--- src/design/usbwl_pkg.sv ---
`default_nettype none

package usbwl_pkg;

	localparam int MAX_RULES_DEF = 16;
	localparam int ID_BITS_DEF   = 16;

	typedef enum logic [1:0] {
		OP_CHECK  = 2'd0,
		OP_ADD    = 2'd1,
		OP_DELETE = 2'd2,
		OP_FLUSH  = 2'd3
	} op_t;

	typedef enum logic [1:0] {
		ST_OK        = 2'd0,
		ST_FULL      = 2'd1,
		ST_NOT_FOUND = 2'd2,
		ST_DENIED    = 2'd3
	} status_t;

	typedef enum logic [1:0] {
		S_IDLE,
		S_WALK,
		S_DONE
	} fsm_t;

	// one rule or one device, without its id
	typedef struct packed {
		logic [15:0] vendor;
		logic [15:0] product;
		logic [7:0]  serial;
		logic        product_wild;
		logic        serial_wild;
	} rule_t;

	// walk token passed from cell to cell
	typedef struct packed {
		logic valid;
		logic flag;
	} tok_t;

endpackage

`default_nettype wire

--- src/design/usb_device_whitelist_table_top.sv ---
// add and flush: result beat is offered the cycle after the input beat is accepted
// check and delete: a token walks the row of rule cells, one cell per cycle,
// and the result is offered once the token has left the last cell
// one item at a time: the next input beat can be taken the cycle after the result beat
// arst_n clears the table to empty (rule count 0) and the id counter to 1
`default_nettype none

module usb_device_whitelist_table_top
	import usbwl_pkg::*;
#(
	parameter int MAX_RULES = MAX_RULES_DEF,
	parameter int ID_BITS   = ID_BITS_DEF
) (
	input  wire         clk,
	input  wire         arst_n,
	input  wire         in_valid,
	output logic        in_ready,
	input  wire  [1:0]  func,
	input  wire  [15:0] vendor_id,
	input  wire  [15:0] product_id,
	input  wire  [7:0]  serial_index,
	input  wire         product_wild,
	input  wire         serial_wild,
	input  wire  [15:0] rule_id,
	output logic        out_valid,
	input  wire         out_ready,
	output logic [1:0]  status,
	output logic [15:0] assigned_id,
	output logic [4:0]  rule_count
);

	localparam int CW = $clog2(MAX_RULES + 1);

	// control state
	fsm_t               state_q;
	fsm_t               state_nxt;
	logic [CW-1:0]      count_q;
	logic [ID_BITS-1:0] id_ctr_q;
	logic               start_q;

	// query held for the walk
	op_t                op_q;
	rule_t              query_q;
	logic [ID_BITS-1:0] want_q;

	// result register
	status_t            status_q;
	logic [15:0]        assigned_q;

	// row of cells
	tok_t               tok_arr [MAX_RULES];
	rule_t              rule_arr [MAX_RULES];
	logic [ID_BITS-1:0] id_arr [MAX_RULES];
	logic [MAX_RULES-1:0] tok_valid;
	tok_t               tok_first;

	logic               in_beat;
	logic               out_beat;
	logic               walk_done;
	op_t                op_in;
	rule_t              wr_rule;
	logic               add_ok;
	logic [31:0]        rid_ext;
	logic [31:0]        idc_ext;
	logic [7:0]         cnt_ext;

	assign op_in     = op_t'(func);
	assign in_beat   = in_valid && in_ready;
	assign out_beat  = out_valid && out_ready;
	assign walk_done = tok_arr[MAX_RULES-1].valid;
	assign add_ok    = count_q < CW'(MAX_RULES);

	// wider or narrower id fields are zero-extended or cut to size
	assign rid_ext = 32'(rule_id);
	assign idc_ext = 32'(id_ctr_q);
	assign cnt_ext = 8'(count_q);

	assign wr_rule.vendor       = vendor_id;
	assign wr_rule.product      = product_id;
	assign wr_rule.serial       = serial_index;
	assign wr_rule.product_wild = product_wild;
	assign wr_rule.serial_wild  = serial_wild;

	assign tok_first.valid = start_q;
	assign tok_first.flag  = 1'b0;

	// cell k holds slot k; slots below the count are live, packed from slot 0
	for (genvar k = 0; k < MAX_RULES; k++) begin : g_cell
		tok_t               tin;
		rule_t              nrule;
		logic [ID_BITS-1:0] nid;
		logic               wr_k;

		if (k == 0) begin : g_head
			assign tin = tok_first;
		end else begin : g_body
			assign tin = tok_arr[k-1];
		end

		if (k == MAX_RULES - 1) begin : g_tail
			assign nrule = rule_arr[k];
			assign nid   = id_arr[k];
		end else begin : g_mid
			assign nrule = rule_arr[k+1];
			assign nid   = id_arr[k+1];
		end

		// an add lands in the first free slot at once
		assign wr_k = in_beat && (op_in == OP_ADD) && (count_q == CW'(k));

		assign tok_valid[k] = tok_arr[k].valid;

		usbwl_cell #(
			.ID_BITS (ID_BITS)
		) u_cell (
			.clk       (clk),
			.arst_n    (arst_n),
			.tok_in    (tin),
			.tok_out   (tok_arr[k]),
			.op        (op_q),
			.occupied  (CW'(k) < count_q),
			.wr_en     (wr_k),
			.wr_rule   (wr_rule),
			.wr_id     (id_ctr_q),
			.query     (query_q),
			.want      (want_q),
			.next_rule (nrule),
			.next_id   (nid),
			.rule      (rule_arr[k]),
			.id        (id_arr[k])
		);
	end

	// next state
	always_comb begin
		state_nxt = state_q;
		case (state_q)
			S_IDLE: begin
				if (in_valid) begin
					if (op_in == OP_CHECK || op_in == OP_DELETE) begin
						state_nxt = S_WALK;
					end else begin
						state_nxt = S_DONE;
					end
				end
			end
			S_WALK: begin
				if (walk_done) begin
					state_nxt = S_DONE;
				end
			end
			S_DONE: begin
				if (out_ready) begin
					state_nxt = S_IDLE;
				end
			end
			default: begin
				state_nxt = S_IDLE;
			end
		endcase
	end

	// handshake outputs
	always_comb begin
		in_ready  = 1'b0;
		out_valid = 1'b0;
		case (state_q)
			S_IDLE:  in_ready  = 1'b1;
			S_DONE:  out_valid = 1'b1;
			default: begin
				in_ready  = 1'b0;
				out_valid = 1'b0;
			end
		endcase
	end

	always_ff @(posedge clk or negedge arst_n) begin
		if (!arst_n) begin
			state_q  <= S_IDLE;
			count_q  <= '0;
			id_ctr_q <= ID_BITS'(1);
			start_q  <= 1'b0;
		end else begin
			state_q <= state_nxt;
			start_q <= in_beat && (op_in == OP_CHECK || op_in == OP_DELETE);
			if (in_beat) begin
				case (op_in)
					OP_ADD: begin
						if (add_ok) begin
							count_q  <= count_q + CW'(1);
							id_ctr_q <= id_ctr_q + ID_BITS'(1);
						end
					end
					OP_FLUSH: begin
						count_q  <= '0;
						id_ctr_q <= ID_BITS'(1);
					end
					default: begin
						count_q <= count_q;
					end
				endcase
			end else if (walk_done && (op_q == OP_DELETE) && tok_arr[MAX_RULES-1].flag) begin
				count_q <= count_q - CW'(1);
			end
		end
	end

	// query capture and result register
	always_ff @(posedge clk) begin
		if (in_beat) begin
			op_q       <= op_in;
			query_q    <= wr_rule;
			want_q     <= rid_ext[ID_BITS-1:0];
			status_q   <= ST_OK;
			assigned_q <= '0;
			if (op_in == OP_ADD) begin
				if (add_ok) begin
					assigned_q <= idc_ext[15:0];
				end else begin
					status_q <= ST_FULL;
				end
			end
		end else if (walk_done) begin
			if (op_q == OP_DELETE) begin
				status_q <= tok_arr[MAX_RULES-1].flag ? ST_OK : ST_NOT_FOUND;
			end else begin
				// an empty table admits everything
				status_q <= (count_q != '0 && !tok_arr[MAX_RULES-1].flag) ? ST_DENIED : ST_OK;
			end
		end
	end

	assign status      = status_q;
	assign assigned_id = assigned_q;
	assign rule_count  = cnt_ext[4:0];

	// only one walk token in the row at a time
	a_one_token: assert property (@(posedge clk) disable iff (!arst_n)
		$onehot0({tok_valid, start_q}))
		else $error("more than one walk token in the cell row");

	// a walk only runs in the walk state
	a_walk_state: assert property (@(posedge clk) disable iff (!arst_n)
		(start_q || walk_done) |-> (state_q == S_WALK))
		else $error("walk token outside walk state");

	// count never exceeds the table size
	a_count_max: assert property (@(posedge clk) disable iff (!arst_n)
		count_q <= CW'(MAX_RULES))
		else $error("rule count above table size");

	// result beat offered only after the walk or an immediate op, never with a new beat
	a_no_overlap: assert property (@(posedge clk) disable iff (!arst_n)
		out_beat |=> !out_valid && in_ready)
		else $error("result still offered after it was taken");

endmodule

`default_nettype wire

--- src/design/usbwl_cell.sv ---
`default_nettype none

module usbwl_cell
	import usbwl_pkg::*;
#(
	parameter int ID_BITS = ID_BITS_DEF
) (
	input  wire                 clk,
	input  wire                 arst_n,
	input  tok_t                tok_in,
	output tok_t                tok_out,
	input  op_t                 op,
	input  wire                 occupied,
	input  wire                 wr_en,
	input  rule_t               wr_rule,
	input  wire [ID_BITS-1:0]   wr_id,
	input  rule_t               query,
	input  wire [ID_BITS-1:0]   want,
	input  rule_t               next_rule,
	input  wire [ID_BITS-1:0]   next_id,
	output rule_t               rule,
	output logic [ID_BITS-1:0]  id
);

	rule_t              rule_q;
	logic [ID_BITS-1:0] id_q;
	tok_t               tok_q;
	logic               hit_chk;
	logic               hit_del;
	logic               shift;
	logic               flag_nxt;

	assign hit_chk = occupied && (rule_q.vendor == query.vendor)
		&& (rule_q.product_wild || (rule_q.product == query.product))
		&& (rule_q.serial_wild || (rule_q.serial == query.serial));
	assign hit_del = occupied && !tok_in.flag && (id_q == want);

	always_comb begin
		flag_nxt = tok_in.flag;
		shift    = 1'b0;
		case (op)
			OP_CHECK: begin
				flag_nxt = tok_in.flag | hit_chk;
			end
			OP_DELETE: begin
				flag_nxt = tok_in.flag | hit_del;
				// close the gap: this cell and every later one take the next rule
				shift    = tok_in.valid && (tok_in.flag || hit_del);
			end
			default: begin
				flag_nxt = tok_in.flag;
			end
		endcase
	end

	always_ff @(posedge clk or negedge arst_n) begin
		if (!arst_n) begin
			tok_q <= '0;
		end else begin
			tok_q.valid <= tok_in.valid;
			tok_q.flag  <= tok_in.valid & flag_nxt;
		end
	end

	always_ff @(posedge clk) begin
		if (wr_en) begin
			rule_q <= wr_rule;
			id_q   <= wr_id;
		end else if (shift) begin
			rule_q <= next_rule;
			id_q   <= next_id;
		end
	end

	assign tok_out = tok_q;
	assign rule    = rule_q;
	assign id      = id_q;

endmodule

`default_nettype wire
--- config.mk ---
export PLATFORM = sky130hd
export DESIGN_NAME = usb_device_whitelist_table_top
export DESIGN_NICKNAME = d
export VERILOG_FILES = /design/src/design/usbwl_pkg.sv /design/src/design/usb_device_whitelist_table_top.sv /design/src/design/usbwl_cell.sv
export SDC_FILE = /design/constraint.sdc
export NUM_CORES = 2
export LEC_CHECK = 0
export ABC_AREA = 1
export BUFFER_PORTS_ARGS = -buffer_cell sky130_fd_sc_hd__buf_2
export CORE_ASPECT_RATIO = 0.5
export CORE_MARGIN = 3
export CORE_UTILIZATION = 55
export CTS_BUF_LIST = sky130_fd_sc_hd__clkbuf_4
export DETAILED_ROUTE_END_ITERATION = 12
export PLACE_DENSITY = 0.71
export SETUP_SLACK_MARGIN = 0.4
export SYNTH_ARGS = -nofsm -noshare
export SYNTH_HDL_FRONTEND = slang
export SYNTH_SLANG_ARGS = --single-unit
export TNS_END_PERCENT = 1
--- constraint.sdc ---
create_clock -name clk -period 9.5 [get_ports clk]
set_clock_uncertainty 0.15 [all_clocks]
set_input_delay 1.9 -clock clk [delete_from_list [all_inputs] [get_ports clk]]
set_output_delay 1.9 -clock clk [all_outputs]
set_load 0.02 [all_outputs]
==> summary.md <==
| Metric | Value |
|---|---|
| Die Wd | 453 um |
| DRC Markers | 0 |
| RSZ-0062 raised after global routing | false |
| Fin. Hold Viols | 0 |
| GRT overflow | 0 |
| Critical Path Sink Type | register |
| Post-synth cell types | 55 |
| DP Wirelength | 111000 um |
| Worst Tran Pin Value | 1.27 ns |
| Peak supply drop | 0.000124 V |
| Core ar. | 98300 um2 |
| # hold bufs at CTS | 0 |
| Hold Path Class | register to register |
| Tmin final | 4.63 ns |
| Final worst path period share | 0.488 |
| Cell total after placement | 6908 |
| First-pass GRT wire length | 258000 um |
| Levels on crit path | 10 |
| Yosys warning count | 0 |
| Combinational share of power | 0.009 |
| Register area share after synthesis | 0.575 |
| Crit path launch type | register |
| Max incr delay on CP | 1.12 ns |
| Clk slew on worst S/H paths | 0.08 ns |
| Maxcap violations | 0 |
| Clk sink count | 1060 |
| Vias in the first global route | 41800 |
| Final #Nets | 5889 |
| GRT Resource Usage Total | 0.334 |
| RePlAce Congestion | 0.972 |
| WL per Instance | 23.8 um |
| Rows | 81 |
| Worst Hold Depth | 0 |
| Synth area leaders | edfxtp_1 55%, nand2_1 11%, o21ai_0 8.2%, xnor2_1 5.3%, nor2_1 2.7% |
| Cells resized by post-CTS repair | 0 |
| CP Max Fanout | 34 |
| Fillers | 8321 |
| Status | completed |
| Post-Syn Area | 54900 um2 |
| Initial drt markers | 6713 |
| Buf+Inv Stages, Crit Path | 3 |
| CTS buffer count | 237 |
| CTS Buffer Depth | 3 |
| Largest net degree at the start of global routing | 117 |
| Setup Buffers After CTS | 0 |
| Crit Path Category | register to register |
| Clock network power share | 0.431 |
| Worst path top cell family by delay | buffers and inverters |
| Root Buffer | clkbuf_4 |
| Layout cells sized above 1 | 0.108 |
| F_max | 216 MHz |
| CTS HTree Levels | 4 |
| Area Growth Syn to Fin | 7.40% |
| PortBufs | 88 |
| Crit path DAT | 5.33 ns |
| Headroom to the max-slew limit | 0.146 |
| Synth Instances | 5819 |
| Finished Layout Cells | 7361 |
| Static Leak | 23.5 nW |
| Overall routed net length | 175000 um |
| Syn_area_per_cell | 9.43 um2 |
| IO Count | 89 |
| CTS tree | built |
| Synth top area share | 0.549 |
| Final setup TNS | 0 ns |
| Post-Syn Nets | 5889 |
| Max-slew violation count | 0 |
| Internal power | 6.96 mW |
| Cell Chain, Critical Path | inv_1 > buf_4 > nand2_1 > o21ai_0 > nor2_1 > nand2_1 > nor2_1 > a31oi_1 > o21ai_4 > buf_4 |
| R2R cell count | 10 |
| DR vias/cell | 6.03 |
| CP max stage cell | edfxtp_1 |
| Antenna Violating Nets Remaining | 0 |
| Full die area | 104000 um2 |
| Starting Density | 0.558 |
| Via count | 44400 |
| Psw | 2.04 mW |
| Drt pass-1 iters | 9 |
| DIE HEIGHT | 229 um |
| Skew-Pair Late Insertion Delay | 1.28 ns |
| Setup violators final | 0 |
| Overall Power | 9.00 mW |
| Switch share | 0.227 |
| Initial antenna violation count | 7 |
| Largest area contributor in the netlist | edfxtp_1 |
| Seq pwr share | 0.560 |
| Worst EP required | 10.20 ns |
| Yosys reg bits | 1060 |
| Cell Pwr Density | 153 nW/um2 |
[cell usage after synthesis (all sizes together)]
library cell	instances
a211oi	1
a21boi	11
a21o	5
a21oi	35
a221oi	3
a22o	2
a22oi	1
a31oi	4
a32o	1
buf	154
clkbuf	215
clkinv	7
dfrtp	55
dfstp	1
edfxtp	1004
ha	6
inv	337
nand2	1639
nand3	98
nand3b	2
nand4	124
nor2	403
nor3	75
nor3b	3
nor4	4
o2111ai	4
o211ai	10
o21a	1
o21ai	1021
o21bai	2
o221ai	6
o22ai	53
o31ai	1
o32ai	1
or2	60
xnor2	333
xor2	137
[layout by cell type (no fill, tap or decap), types with 117 or more instances in the layout]
cell and instances:
clkbuf_4 384, nand4_1 117, xor2_1 137, nor2_1 390
nand2_1 1622, o21ai_1 120, inv_1 331, edfxtp_1 1004
xnor2_1 333, o21ai_0 899
[registers in the layout, indices dropped and copies added, names as in the netlist, 2 cells and up]
register               count
g_cell.u_cell.rule       672
g_cell.u_cell.id         256
query_q                   40
g_cell.u_cell.tok_out     32
assigned_id               16
id_ctr_q                  16
want_q                    16
rule_count                 5
op_q                       2
state_q                    2
status                     2
[cell type report]
type / count / area (um2) / share of cell area
Inverter: 344 / 1290 / 0.0220
Tap cell: 1328 / 1660 / 0.0282
Timing Repair Buffer: 130 / 756 / 0.0128
Clock buffer: 384 / 2880 / 0.0489
Sequential cell: 1060 / 31600 / 0.535
Antenna cell: 8 / 20.0 / 0.000340
Clock inverter: 61 / 369 / 0.00626
Multi-Input combinational cell: 4046 / 20400 / 0.346
[layer usage]
layer	vias to the layer above	part of all wire	track usage
met2	3048	0.43	0.500
met1	21000	0.38	0.455
met5	-	0.000091	0
li1	19800	-	-
met3	540	0.14	0.0912
met4	2	0.045	0.151
[power groups by stage]
stage | registers (mW) | logic, mW | clock network, mW
2_1_floorplan | 5.14 | 0.0273 | 0
3_3_place_gp | 5.14 | 0.0815 | 0
3_5_place_dp | 5.14 | 0.0822 | 0
4_1_cts | 5.04 | 0.0828 | 3.90
5_1_grt | 5.03 | 0.0887 | 4.14
6_report | 5.04 | 0.0844 | 3.88
[path summary, 6_finish.rpt]
check	from	end	slack (ns)
min	g_cell[9].u_cell.tok_out[1]	g_cell[10].u_cell.tok_out[1]	0.25
min in group asynchronous	arst_n	state_q[1]	0.68
max in group asynchronous	arst_n	g_cell[11].u_cell.tok_out[0]	7.87
max reg2reg	want_q[4]	g_cell[12].u_cell.rule[24]	4.87
max	want_q[4]	g_cell[12].u_cell.rule[24]	4.87
min reg2reg	g_cell[9].u_cell.tok_out[1]	g_cell[10].u_cell.tok_out[1]	0.25
[worst register-to-register path, stage by stage (launching register included)]
cell and delay (ns):
edfxtp_1 1.12, inv_1 0.52, buf_4 0.35, nand2_1 0.08, o21ai_0 0.08, nor2_1 0.12
nand2_1 0.06, nor2_1 0.18, a31oi_1 0.16, o21ai_4 0.77, buf_4 0.63
[cell families after synthesis]
group,count (synthesis),share of synthesized area
buffers and inverters,713,0.0566
and+or+nand+nor,2408,0.182
AOI/OAI and AO/OA,1162,0.110
DFF,1060,0.575
adders and majority gates,6,0.00137
xor gates and xnor gates,470,0.0750
[per-stage QoR]
| step | hold slack, ns | instance area [um2] | util | worst slack, ns |
|---|---|---|---|---|
| global placement | 0.214 | 55700 | 0.566 | 3.88 |
| floorplan | 0.204 | 54900 | - | 3.43 |
| CTS | 0.243 | 58900 | 0.599 | 5.08 |
| detailed placement | 0.223 | 55700 | 0.566 | 3.82 |
| finish | 0.250 | 58900 | 0.600 | 4.87 |
| global route | 0.268 | 58900 | 0.599 | 4.85 |
(Power assumes the default switching activity.)
